## config.mk

```make
export PLATFORM = sky130hd
export DESIGN_NAME = drive_turn_p_control_settle_flat
export DESIGN_NICKNAME = d
export VERILOG_FILES = /design/src/rtl/core/dtc_pkg.sv /design/src/rtl/core/dtc_req_if.sv /design/src/rtl/core/dtc_res_if.sv /design/src/rtl/core/dtc_regs.sv /design/src/rtl/core/dtc_mul_stage.sv /design/src/rtl/core/dtc_out_stage.sv /design/src/rtl/core/drive_turn_p_control_settle.sv /design/src/flat_wrapper.sv
export SDC_FILE = /design/constraint.sdc
export NUM_CORES = 2
export LEC_CHECK = 0
export BUFFER_PORTS_ARGS = -buffer_cell sky130_fd_sc_hd__buf_4
export CELL_PAD_IN_SITES_DETAIL_PLACEMENT = 0
export CELL_PAD_IN_SITES_GLOBAL_PLACEMENT = 2
export CORE_MARGIN = 8
export CORE_UTILIZATION = 27
export CTS_CLUSTER_SIZE = 16
export DETAILED_ROUTE_END_ITERATION = 6
export PLACE_DENSITY = 0.69
export REMOVE_ABC_BUFFERS = 1
export SYNTH_ARGS = -nofsm -noshare
export SYNTH_HDL_FRONTEND = slang
export SYNTH_SLANG_ARGS = --single-unit
```

## constraint.sdc

```tcl
create_clock -name clk_i -period 14.8 [get_ports clk_i]
set_input_delay 4.44 -clock clk_i [delete_from_list [all_inputs] [get_ports clk_i]]
set_output_delay 4.44 -clock clk_i [all_outputs]
set_load 0.01 [all_outputs]
```

## src/rtl/core/dtc_pkg.sv

```systemverilog
// Shared types, register map and saturation helper for the drive/turn controller.
package dtc_pkg;

  localparam int unsigned AddrW = 5;

  typedef enum logic [2:0] {
    RegLinGain   = 3'd0,
    RegHeadGain  = 3'd1,
    RegTurnGain  = 3'd2,
    RegLinLimit  = 3'd3,
    RegLinTol    = 3'd4,
    RegTurnTol   = 3'd5,
    RegSettleMs  = 3'd6
  } dtc_reg_e;

  typedef enum logic {
    ModeStraight = 1'b0,
    ModeTurn     = 1'b1
  } dtc_mode_e;

  typedef struct packed {
    logic signed [31:0] linear_gain;
    logic signed [31:0] heading_gain;
    logic signed [31:0] turn_gain;
    logic [14:0]        linear_limit;
    logic [18:0]        lin_tol;
    logic [16:0]        turn_tolerance;
    logic [15:0]        settle_ms;
  } dtc_cfg_t;

  localparam logic signed [31:0] LinGainRst  = 32'sd10066330;
  localparam logic signed [31:0] HeadGainRst = 32'sd402653;
  localparam logic signed [31:0] TurnGainRst = -32'sd402653;
  localparam logic [14:0]        LinLimitRst = 15'd24576;
  localparam logic [18:0]        LinTolRst   = 19'd13;
  localparam logic [16:0]        TurnTolRst  = 17'd320;
  localparam logic [15:0]        SettleMsRst = 16'd100;

  // products after the >>16, kept at full range
  typedef struct packed {
    dtc_mode_e          mode;
    logic signed [36:0] pa;
    logic signed [33:0] pb;
    logic               done;
  } dtc_prod_t;

  localparam logic signed [15:0] CmdMax = 16'sd32767;

  function automatic logic signed [15:0] sat_cmd(input logic signed [37:0] v);
    logic signed [15:0] r;
    if (v > 38'sd32767) begin
      r = CmdMax;
    end else if (v < -38'sd32767) begin
      r = -CmdMax;
    end else begin
      r = v[15:0];
    end
    return r;
  endfunction

endpackage

```

## src/rtl/core/dtc_req_if.sv

```systemverilog
// Request channel: one control tick of sensor data.
interface dtc_req_if;
  logic               valid;
  logic               ready;
  logic               req_type;
  logic signed [19:0] target;
  logic signed [19:0] measured_distance;
  logic signed [17:0] heading_angle;
  logic [31:0]        time_now;

  modport source (output valid, req_type, target, measured_distance, heading_angle, time_now,
                  input ready);
  modport sink   (input valid, req_type, target, measured_distance, heading_angle, time_now,
                  output ready);
endinterface

```

## src/rtl/core/dtc_res_if.sv

```systemverilog
// Result channel: left/right drive commands and the done flag.
interface dtc_res_if;
  logic               valid;
  logic               ready;
  logic signed [15:0] left_cmd;
  logic signed [15:0] right_cmd;
  logic               done_res;

  modport source (output valid, left_cmd, right_cmd, done_res, input ready);
  modport sink   (input valid, left_cmd, right_cmd, done_res, output ready);
endinterface

```

## src/rtl/core/dtc_regs.sv

```systemverilog
// APB-style configuration register file.
module dtc_regs (
  input  logic                      clk_i,
  input  logic                      rst_ni,
  input  logic                      psel,
  input  logic                      penable,
  input  logic                      pwrite,
  input  logic [dtc_pkg::AddrW-1:0] paddr,
  input  logic [31:0]               pwdata,
  output logic [31:0]               prdata,
  output logic                      pready,
  output dtc_pkg::dtc_cfg_t         cfg_o
);
  import dtc_pkg::*;

  dtc_cfg_t cfg_q, cfg_d;
  dtc_reg_e idx;
  logic     wr;

  assign idx   = dtc_reg_e'(paddr[AddrW-1:2]);
  assign wr    = psel & penable & pwrite;
  assign pready = 1'b1;
  assign cfg_o = cfg_q;

  always_comb begin
    cfg_d = cfg_q;
    if (wr) begin
      case (idx)
        RegLinGain:  cfg_d.linear_gain      = pwdata;
        RegHeadGain: cfg_d.heading_gain     = pwdata;
        RegTurnGain: cfg_d.turn_gain        = pwdata;
        RegLinLimit: cfg_d.linear_limit     = pwdata[14:0];
        RegLinTol:   cfg_d.lin_tol          = pwdata[18:0];
        RegTurnTol:  cfg_d.turn_tolerance   = pwdata[16:0];
        RegSettleMs: cfg_d.settle_ms        = pwdata[15:0];
        default:     cfg_d = cfg_q;
      endcase
    end
  end

  always_comb begin
    case (idx)
      RegLinGain:  prdata = cfg_q.linear_gain;
      RegHeadGain: prdata = cfg_q.heading_gain;
      RegTurnGain: prdata = cfg_q.turn_gain;
      RegLinLimit: prdata = 32'(cfg_q.linear_limit);
      RegLinTol:   prdata = 32'(cfg_q.lin_tol);
      RegTurnTol:  prdata = 32'(cfg_q.turn_tolerance);
      RegSettleMs: prdata = 32'(cfg_q.settle_ms);
      default:     prdata = 32'd0;
    endcase
  end

  always_ff @(posedge clk_i or negedge rst_ni) begin
    if (!rst_ni) begin
      cfg_q.linear_gain      <= LinGainRst;
      cfg_q.heading_gain     <= HeadGainRst;
      cfg_q.turn_gain        <= TurnGainRst;
      cfg_q.linear_limit     <= LinLimitRst;
      cfg_q.lin_tol          <= LinTolRst;
      cfg_q.turn_tolerance   <= TurnTolRst;
      cfg_q.settle_ms        <= SettleMsRst;
    end else begin
      cfg_q <= cfg_d;
    end
  end

endmodule

```

## src/rtl/core/dtc_mul_stage.sv

```systemverilog
// Input register, error/gain multiplies and settle tracking, product register.
module dtc_mul_stage (
  input  logic               clk_i,
  input  logic               rst_ni,
  dtc_req_if.sink            req_i,
  input  dtc_pkg::dtc_cfg_t  cfg_i,
  output logic               prod_valid_o,
  input  logic               prod_ready_i,
  output dtc_pkg::dtc_prod_t prod_o
);
  import dtc_pkg::*;

  logic               v1_q, v2_q;
  dtc_mode_e          mode1_q;
  logic signed [19:0] tgt1_q, dist1_q;
  logic signed [17:0] ang1_q;
  logic [31:0]        now1_q;
  dtc_prod_t          prod_q, prod_d;

  logic        settling_q, settling_d;
  logic [31:0] start_q, start_d;

  logic s1_en, s2_en, adv;

  logic signed [20:0] err, ang_x, tgt_x, dist_x;
  logic signed [31:0] gain_a;
  logic signed [52:0] pa_full;
  logic signed [49:0] pb_full;
  logic [20:0]        mag, tol;
  logic [31:0]        elapsed;
  logic               done;

  assign s2_en       = !v2_q || prod_ready_i;
  assign s1_en       = !v1_q || s2_en;
  assign adv         = v1_q && s2_en;
  assign req_i.ready = s1_en;

  assign ang_x  = 21'(ang1_q);
  assign tgt_x  = 21'(tgt1_q);
  assign dist_x = 21'(dist1_q);

  assign err     = (mode1_q == ModeTurn) ? (ang_x - tgt_x) : (dist_x - tgt_x);
  assign gain_a  = (mode1_q == ModeTurn) ? cfg_i.turn_gain : cfg_i.linear_gain;
  assign pa_full = 53'(err) * 53'(gain_a);
  assign pb_full = 50'(ang1_q) * 50'(cfg_i.heading_gain);

  assign mag     = err[20] ? 21'(-err) : 21'(err);
  assign tol     = (mode1_q == ModeTurn) ? 21'(cfg_i.turn_tolerance)
                                         : 21'(cfg_i.lin_tol);
  assign elapsed = now1_q - start_q;

  // tolerance edge: strictly inside to start, strictly outside to drop out
  always_comb begin
    settling_d = settling_q;
    start_d    = start_q;
    done       = 1'b0;
    if (!settling_q) begin
      if (mag < tol) begin
        settling_d = 1'b1;
        start_d    = now1_q;
      end
    end else if (mag > tol) begin
      settling_d = 1'b0;
    end else if (elapsed > 32'(cfg_i.settle_ms)) begin
      settling_d = 1'b0;
      done       = 1'b1;
    end
  end

  always_comb begin
    prod_d.mode = mode1_q;
    prod_d.pa   = pa_full[52:16];
    prod_d.pb   = pb_full[49:16];
    prod_d.done = done;
  end

  always_ff @(posedge clk_i or negedge rst_ni) begin
    if (!rst_ni) begin
      v1_q       <= 1'b0;
      v2_q       <= 1'b0;
      settling_q <= 1'b0;
      start_q    <= 32'd0;
    end else begin
      if (s1_en) begin
        v1_q <= req_i.valid;
      end
      if (s2_en) begin
        v2_q <= v1_q;
      end
      if (adv) begin
        settling_q <= settling_d;
        start_q    <= start_d;
      end
    end
  end

  always_ff @(posedge clk_i) begin
    if (s1_en && req_i.valid) begin
      mode1_q <= dtc_mode_e'(req_i.req_type);
      tgt1_q  <= req_i.target;
      dist1_q <= req_i.measured_distance;
      ang1_q  <= req_i.heading_angle;
      now1_q  <= req_i.time_now;
    end
    if (adv) begin
      prod_q <= prod_d;
    end
  end

  assign prod_valid_o = v2_q;
  assign prod_o       = prod_q;

endmodule

```

## src/rtl/core/dtc_out_stage.sv

```systemverilog
// Straight mode: clamp and heading mix; both modes: output saturation into the result register.
module dtc_out_stage (
  input  logic               clk_i,
  input  logic               rst_ni,
  input  dtc_pkg::dtc_cfg_t  cfg_i,
  input  logic               prod_valid_i,
  output logic               prod_ready_o,
  input  dtc_pkg::dtc_prod_t prod_i,
  dtc_res_if.source          res_o
);
  import dtc_pkg::*;

  logic               v_q;
  logic signed [15:0] left_q, right_q, left_d, right_d;
  logic               done_q;
  logic               load;

  logic signed [37:0] pa_x, pb_x, lim, lin, sum, dif;

  assign prod_ready_o = !v_q || res_o.ready;
  assign load         = prod_valid_i && prod_ready_o;

  assign pa_x = 38'(prod_i.pa);
  assign pb_x = 38'(prod_i.pb);
  assign lim  = $signed({23'd0, cfg_i.linear_limit});
  assign lin  = (pa_x > lim) ? lim : ((pa_x < -lim) ? -lim : pa_x);
  assign sum  = lin + pb_x;
  assign dif  = lin - pb_x;

  always_comb begin
    if (prod_i.mode == ModeTurn) begin
      left_d  = sat_cmd(-pa_x);
      right_d = sat_cmd(pa_x);
    end else begin
      left_d  = sat_cmd(sum);
      right_d = sat_cmd(dif);
    end
  end

  always_ff @(posedge clk_i or negedge rst_ni) begin
    if (!rst_ni) begin
      v_q <= 1'b0;
    end else if (prod_ready_o) begin
      v_q <= prod_valid_i;
    end
  end

  always_ff @(posedge clk_i) begin
    if (load) begin
      left_q  <= left_d;
      right_q <= right_d;
      done_q  <= prod_i.done;
    end
  end

  assign res_o.valid     = v_q;
  assign res_o.left_cmd  = left_q;
  assign res_o.right_cmd = right_q;
  assign res_o.done_res  = done_q;

endmodule

```

## src/rtl/core/drive_turn_p_control_settle.sv

```systemverilog
// Proportional drive/turn controller with settle detection.
// A request passes through the input, product and result registers in turn.
// Throughput: one request per cycle; each stage holds when its successor is full and stalled.
// Settle state is updated as each request moves from the input to the product register.
// Reset (rst_ni low, async): pipeline empty, settle flag and start time cleared,
// registers at their defaults.
module drive_turn_p_control_settle (
  input  logic                      clk_i,
  input  logic                      rst_ni,
  dtc_req_if.sink                   req_i,
  dtc_res_if.source                 res_o,
  input  logic                      psel,
  input  logic                      penable,
  input  logic                      pwrite,
  input  logic [dtc_pkg::AddrW-1:0] paddr,
  input  logic [31:0]               pwdata,
  output logic [31:0]               prdata,
  output logic                      pready
);
  import dtc_pkg::*;

  dtc_cfg_t  cfg;
  dtc_prod_t prod;
  logic      prod_valid, prod_ready;

  dtc_regs u_regs (
    .clk_i   (clk_i),
    .rst_ni  (rst_ni),
    .psel    (psel),
    .penable (penable),
    .pwrite  (pwrite),
    .paddr   (paddr),
    .pwdata  (pwdata),
    .prdata  (prdata),
    .pready  (pready),
    .cfg_o   (cfg)
  );

  dtc_mul_stage u_mul (
    .clk_i        (clk_i),
    .rst_ni       (rst_ni),
    .req_i        (req_i),
    .cfg_i        (cfg),
    .prod_valid_o (prod_valid),
    .prod_ready_i (prod_ready),
    .prod_o       (prod)
  );

  dtc_out_stage u_out (
    .clk_i        (clk_i),
    .rst_ni       (rst_ni),
    .cfg_i        (cfg),
    .prod_valid_i (prod_valid),
    .prod_ready_o (prod_ready),
    .prod_i       (prod),
    .res_o        (res_o)
  );

endmodule
```

## src/flat_wrapper.sv

```systemverilog
// flat-port wrapper written by rule: the top's interface ports become plain ports
module drive_turn_p_control_settle_flat import dtc_pkg::*;
  (clk_i, rst_ni, psel, penable, pwrite, paddr, pwdata, prdata, pready, req_i_valid, req_i_req_type, req_i_target, req_i_measured_distance, req_i_heading_angle, req_i_time_now, req_i_ready, res_o_valid, res_o_left_cmd, res_o_right_cmd, res_o_done_res, res_o_ready);
  dtc_req_if req_i_i ();
  dtc_res_if res_o_i ();
  input  logic clk_i;
  input  logic rst_ni;
  input  logic psel;
  input  logic penable;
  input  logic pwrite;
  input  logic [dtc_pkg::AddrW-1:0] paddr;
  input  logic [31:0] pwdata;
  output logic [31:0] prdata;
  output logic pready;
  input wire logic [$bits(req_i_i.valid)-1:0] req_i_valid;
  input wire logic [$bits(req_i_i.req_type)-1:0] req_i_req_type;
  input wire logic [$bits(req_i_i.target)-1:0] req_i_target;
  input wire logic [$bits(req_i_i.measured_distance)-1:0] req_i_measured_distance;
  input wire logic [$bits(req_i_i.heading_angle)-1:0] req_i_heading_angle;
  input wire logic [$bits(req_i_i.time_now)-1:0] req_i_time_now;
  output wire logic [$bits(req_i_i.ready)-1:0] req_i_ready;
  output wire logic [$bits(res_o_i.valid)-1:0] res_o_valid;
  output wire logic [$bits(res_o_i.left_cmd)-1:0] res_o_left_cmd;
  output wire logic [$bits(res_o_i.right_cmd)-1:0] res_o_right_cmd;
  output wire logic [$bits(res_o_i.done_res)-1:0] res_o_done_res;
  input wire logic [$bits(res_o_i.ready)-1:0] res_o_ready;
  assign req_i_i.valid = req_i_valid;
  assign req_i_i.req_type = req_i_req_type;
  assign req_i_i.target = req_i_target;
  assign req_i_i.measured_distance = req_i_measured_distance;
  assign req_i_i.heading_angle = req_i_heading_angle;
  assign req_i_i.time_now = req_i_time_now;
  assign req_i_ready = req_i_i.ready;
  assign res_o_valid = res_o_i.valid;
  assign res_o_left_cmd = res_o_i.left_cmd;
  assign res_o_right_cmd = res_o_i.right_cmd;
  assign res_o_done_res = res_o_i.done_res;
  assign res_o_i.ready = res_o_ready;
  drive_turn_p_control_settle u_core (.clk_i(clk_i), .rst_ni(rst_ni), .req_i(req_i_i), .res_o(res_o_i), .psel(psel), .penable(penable), .pwrite(pwrite), .paddr(paddr), .pwdata(pwdata), .prdata(prdata), .pready(pready));
endmodule
```

# [Yosys cells after proc, flatten, opt, wreduce, memory -nomap -nowiden]
# Index checks and enable logic that the tools add are counted.
[classes] n_addsub=8 n_mul=2 order_cmp=13 n_eq_ne=6 muxes=22 bitwise_logic=3 reduce_logical=19
[ops] operator="32-bit one-hot mux with 7 select lines" count=1
[ops] operator="16-bit two-way mux" count=10
[ops] operator="38-bit by 16-bit > comparator with 1-bit output (second input constant)" count=3
[ops] operator="38-bit by 16-bit < comparator with 1-bit output (second input constant)" count=3
[ops] operator="38-bit two-way mux" count=2
[ops] operator="21-bit by 32-bit multiplier with 53-bit output" count=1
[ops] operator="18-bit by 32-bit multiplier with 50-bit output" count=1
[ops] operator="21-bit two-way mux" count=2
[ops] operator="38-bit by 34-bit adder with 38-bit output" count=1
[ops] operator="37-bit by 38-bit < comparator with 1-bit output" count=1
[ops] operator="15-bit negation with 38-bit output" count=1
[ops] operator="37-bit negation with 38-bit output" count=1
[ops] operator="38-bit by 34-bit subtractor with 38-bit output" count=1
[ops] operator="37-bit by 16-bit > comparator with 1-bit output" count=1
[ops] operator="37-bit by 16-bit > comparator with 1-bit output (second input constant)" count=1
[ops] operator="37-bit by 16-bit < comparator with 1-bit output (second input constant)" count=1
[ops] operator="32-bit by 16-bit > comparator with 1-bit output" count=1
[ops] operator="32-bit two-way mux" count=1
[ops] operator="32-bit subtractor" count=1
[ops] operator="21-bit by 19-bit > comparator with 1-bit output" count=1
[ops] operator="21-bit by 19-bit < comparator with 1-bit output" count=1
[ops] operator="21-bit negation" count=1
[ops] operator="18-bit by 20-bit subtractor with 21-bit output" count=1
[ops] operator="20-bit by 20-bit subtractor with 21-bit output" count=1
[ops] operator="other kinds (14)" count=34
[totals] regBits=396 in_bits=135 out_inout_bits=68 wordCells=97

# [Logic depth before layout (Yosys ltp)]
[depth] word_depth=9 ltp_mapped=45 depth_no_buf=40

# [Modules after synthesis]
# From an unflattened synthesis, not the netlist that was laid out.
[unflattened] hier_cells=7700 hier_area_um2=71282.1
[by_module_without_submodules] module="dtc_mul_stage" instances=1 cells_per_inst=5641 area_each_um2=52843.2 seq_area_each_um2=5800.6
[by_module_without_submodules] module="dtc_out_stage" instances=1 cells_per_inst=1506 area_each_um2=10744.1 seq_area_each_um2=1016.0
[by_module_without_submodules] module="dtc_regs" instances=1 cells_per_inst=553 area_each_um2=7694.9 seq_area_each_um2=4147.7

# [Worst setup path before layout]
# No wires, ideal clock.
[synth_path] path_kind="flip-flop to flip-flop" startpoint="register u_core.u_mul.mode1_q" endpoint="register u_core.u_mul.prod_q, in the netlist u_core.u_mul.prod_o[71], data pin" setup_ps=260 arrival_time_ps=11440 required_time_ps=14540 slack_ps=3100 path_stages_with_launch=45 n_path_buf=7 period_less_slack_ps=11700 path_cell_list="edfxtp_1 clkbuf_1 clkbuf_1 clkbuf_1 buf_1 mux2i_1 ha_1 inv_1 fa_1 a21o_1 a21oi_1 nor4_1 o31ai_2 o21ai_1 or2_1 a311oi_2 nor2_1 o22a_1 (+9 left out) fa_1 inv_1 fa_1 inv_1 ha_1 a211oi_1 o21ai_0 a221o_1 nor2b_1 a211o_1 a41o_1 o41ai_1 o31a_1 o211a_1 nor2b_1 o21a_1 nor2_1 xnor2_1"
[synth_via] elab_chain_len=2 elab_cells_between_ends=3 classes_between="mul (1); mux (2)"
[synth_rtl] item="start, declared" line="dtc_mul_stage.sv:14" rtl="dtc_mode_e mode1_q;"
[synth_rtl] item="start signal, assigned" line="dtc_mul_stage.sv:99" rtl="mode1_q <= dtc_mode_e'(req_i.req_type);"
[synth_rtl] item="21-bit two-way mux or 32-bit two-way mux (tied branches)" line="dtc_mul_stage.sv:42, dtc_mul_stage.sv:43"
[synth_rtl] item="21-bit by 32-bit multiplier with 53-bit output *" line="dtc_mul_stage.sv:44" rtl="assign pa_full = 53'(err) * 53'(gain_a);"
[synth_rtl] item="net u_core.u_mul.pa_full[52]" line="dtc_mul_stage.sv:27" rtl="logic signed [52:0] pa_full;"
[synth_rtl] item="end signal, assigned" line="dtc_mul_stage.sv:106" rtl="prod_q <= prod_d;"
[synth_rtl] item="end, declared" line="dtc_mul_stage.sv:18" rtl="dtc_prod_t prod_q, prod_d;"
# The timed path passes the listed nets; every way through them passes the cells marked *.
# A chain may end at the register's enable or synchronous reset.

# [Worst setup path in the final report]
# Ends and elaborated chain as after synthesis.

==> impl_results.md <==
* Status: finished clean
* First-pass DRT Iterations at 6
* Crit Path Class: flop to flop
* Cell row count at 186
* Layout area overhead at 10.3%
* Post CTS Setup Buffer Count at 0
* RSZ-0062 raised after global routing: false
* Post-Syn Area at 0.0695 sq mm
* Setup TNS at 0 ns
* Final WL at roughly 240000 um
* Mapped Cells at about 7600
* TritonCTS buffer count at 49
* Die width at 523 um
* Die H at approximately 520 um
* Critical Path Start: u_core.u_mul.mode1_q
* Max Cap Viol at 0
* Clock slew at reported path FFs at around 0.060 ns
* Post-DRT Antenna Nets at 0
* Tot GR Track Use at 17.6%
* I/O pin cnt at approximately 200
* Core Region at roughly 0.26 sq mm
* Initial cell density of the core at ~27%
* Fmax at between 0.08 and 0.09 GHz
* Vias in the first global route at ~56000
* CTS Hold Bufs at 0
* Detailed placement HPWL at 193000 um
* Vias at roughly 52000
* TritonCTS clock tree: done
* Clock skew after layout at around 0.07 ns
* Syn_area_per_cell at roughly 9.2 sq um
* Setup crit end kind: flop
* CTS resizes at 0
* Remaining DRCs at 0
* RePlAce Congestion at about 0.85
* Root Buffer: clkbuf_16
* CP Buf/Inv Count at 6
* Crit-path max cell delay at about 0.6 ns
* CP Depth at 40
* Share of cells above drive strength 1 at slightly below 10%
* Reg-to-Reg End: u_core.u_mul.prod_o[71]
* Slew margin rel. at approximately 16%
* Register area at between 0.01 and 0.015 sq mm
* Sequential-to-total area share from yosys stat at about 16%
* R2R cell count at 40
* Initial DRC Count at roughly 3000
* Filler cells at roughly 27000
* Number of synthesized register bits at around 400
* Top FF cell, synth: edfxtp_1
* Data required, critical path at between 15 and 20 ns
* Clk_lat worst skew at about 0.70 ns
* Clock net sink count at about 400
* Final Core Density at ~30%
* Netlist cell types at a little under 100
* Cell family with most CP delay: adder cells
* Worst Hold Depth at 1
* Worst R2R Start: u_core.u_mul.mode1_q
* First-pass GRT wire length at ~370000 um
* Largest net degree at the start of global routing at just under 80
* CP Max Fanout at 39
* Total gr overflow at 0
* Nets@finish at about 9400
* Asr flop ratio synth at about half
* Worst setup path end: u_core.u_mul.prod_o[71]
* Initial antenna violation count at 25
* Die Area at 0.274 sq mm
* Crit path DAT at about 12 ns
* Most frequent cells in the layout: 1532 x inv_1, 1223 x fa_1, 1046 x nand2_1
* Average vias per placed instance at about 4.8
* Final Hold Vio Count at 0
* Most common cell after layout, fill and taps aside: inv_1
* DR WL/cell at ~22 um
* Min Tclk post-route at 11.88 ns
* CP max-delay cell: a311oi_2
* H-tree depth at 2
* Final Setup Violations at 0
* # port buffers at around 200
* Period utilization at between 80% and 90%
* Yosys warns at 0
* Post-synth EDFFs at just under 200
* Slew Limit Fails at 0
* Slew @ Worst Pin at 1.25 ns
* Worst R2R Setup Slack at roughly 3 ns
* Footprint of the multi-input gates at about 0.052 sq mm
* Worst Hold Class: flop to flop
* Crit path launch type: flop
* CP dominant cell by count: fa_1
* Worst-case clock buffer depth at 3
==> flip-flops by register name, indices dropped and copies added (netlist names), 16 cells and up <==
name and cells:
u_core.u_mul.dist1_q 20, u_core.u_mul.prod_o 73, u_core.u_mul.tgt1_q 20, u_core.u_mul.now1_q 32, u_core.u_out.res_o.right_cmd 16, u_core.u_out.res_o.left_cmd 16
u_core.u_mul.ang1_q 18, u_core.u_mul.start_q 32, u_core.u_regs.cfg_o 163
==> cell usage after synthesis, drive strengths merged, types with 68 or more instances <==
cell,number,area (sq um)
a21o,98,736
a21oi,298,1500
and2,208,1300
clkbuf,321,1200
dfrtp,144,3600
edfxtp,197,5920
fa,1223,24500
ha,467,5840
inv,1536,5770
mux2,225,2530
mux2i,78,781
nand2,1047,3930
nand2b,125,782
nand3,68,345
nor2,322,1210
nor2b,69,432
nor3,92,470
o21ai,179,896
xnor2,160,1410
==> kinds of logic (layout without fill, tap and decap cells) <==
kind of cell,Yosys count,in the layout,synth area share (%)
mux,311,311,5.03
simple gates,2153,2153,14.4
other cells,1,7,0.00539
compound gates,876,876,7.97
flops,396,396,15.8
buf+inv,1909,1943,10.4
xor+xnor,221,221,2.81
fa+ha+maj,1690,1690,43.6
==> through the flow <==
stage	setup WS (ns)	cell area [sq um]	hold slack [ns]	cells
after floorplan	2.33	68100	0.400	7184
after global placement	2.99	74900	0.467	10900
after detailed placement	2.91	74900	0.475	10900
after CTS	2.85	76700	0.484	11000
after global routing	2.23	76700	0.503	11000
final	2.92	76700	0.482	11000
==> layout make-up <==
type,count,share of cell area [%]
diodes,6,0.0196
flip-flops and latches,396,14.3
clock inverters,32,0.579
repair buffers,315,3.09
inverters,1536,7.52
multi-input cells,5252,67.3
clock buffers,60,1.72
well taps,3384,5.52
==> worst reg2reg max path: cells and delay by family (launching register included) <==
kind	cells	cell delay (ns)
AOI/OAI and AO/OA	15	4.16
xor gates and xnor gates	1	0.07
adders and majority gates	10	4.48
buffers and inverters	6	1.13
DFF	1	0.32
muxes	1	0.31
and+or+nand+nor	7	1.16
==> worst min-delay path by stage <==
stage / from / endpoint / slack (ns)
floorplan: u_core.u_mul.prod_o[0] / u_core.u_out.res_o.done_res / 0.40
global placement: u_core.u_mul.start_q[2] / u_core.u_mul.start_q[2] / 0.47
detailed placement: u_core.u_mul.v1_q / u_core.u_mul.prod_valid_o / 0.48
CTS: u_core.u_mul.v1_q / u_core.u_mul.prod_valid_o / 0.48
global route: u_core.u_mul.start_q[26] / u_core.u_mul.start_q[26] / 0.50
finish: u_core.u_mul.v1_q / u_core.u_mul.prod_valid_o / 0.48
==> layer usage <==
metal | vias up | part of all wire [%] | GRT usage, %
met3 | 294 | 4.6 | 2.25
met5 | - | 0.0074 | 0
met2 | 1269 | 47 | 29.3
li1 | 23500 | - | -
met4 | 4 | 3.2 | 5.07
met1 | 27200 | 45 | 24.0
Power is not shown: default switching activity piles up to over one toggle a cycle in this logic, so the estimate is an artifact.
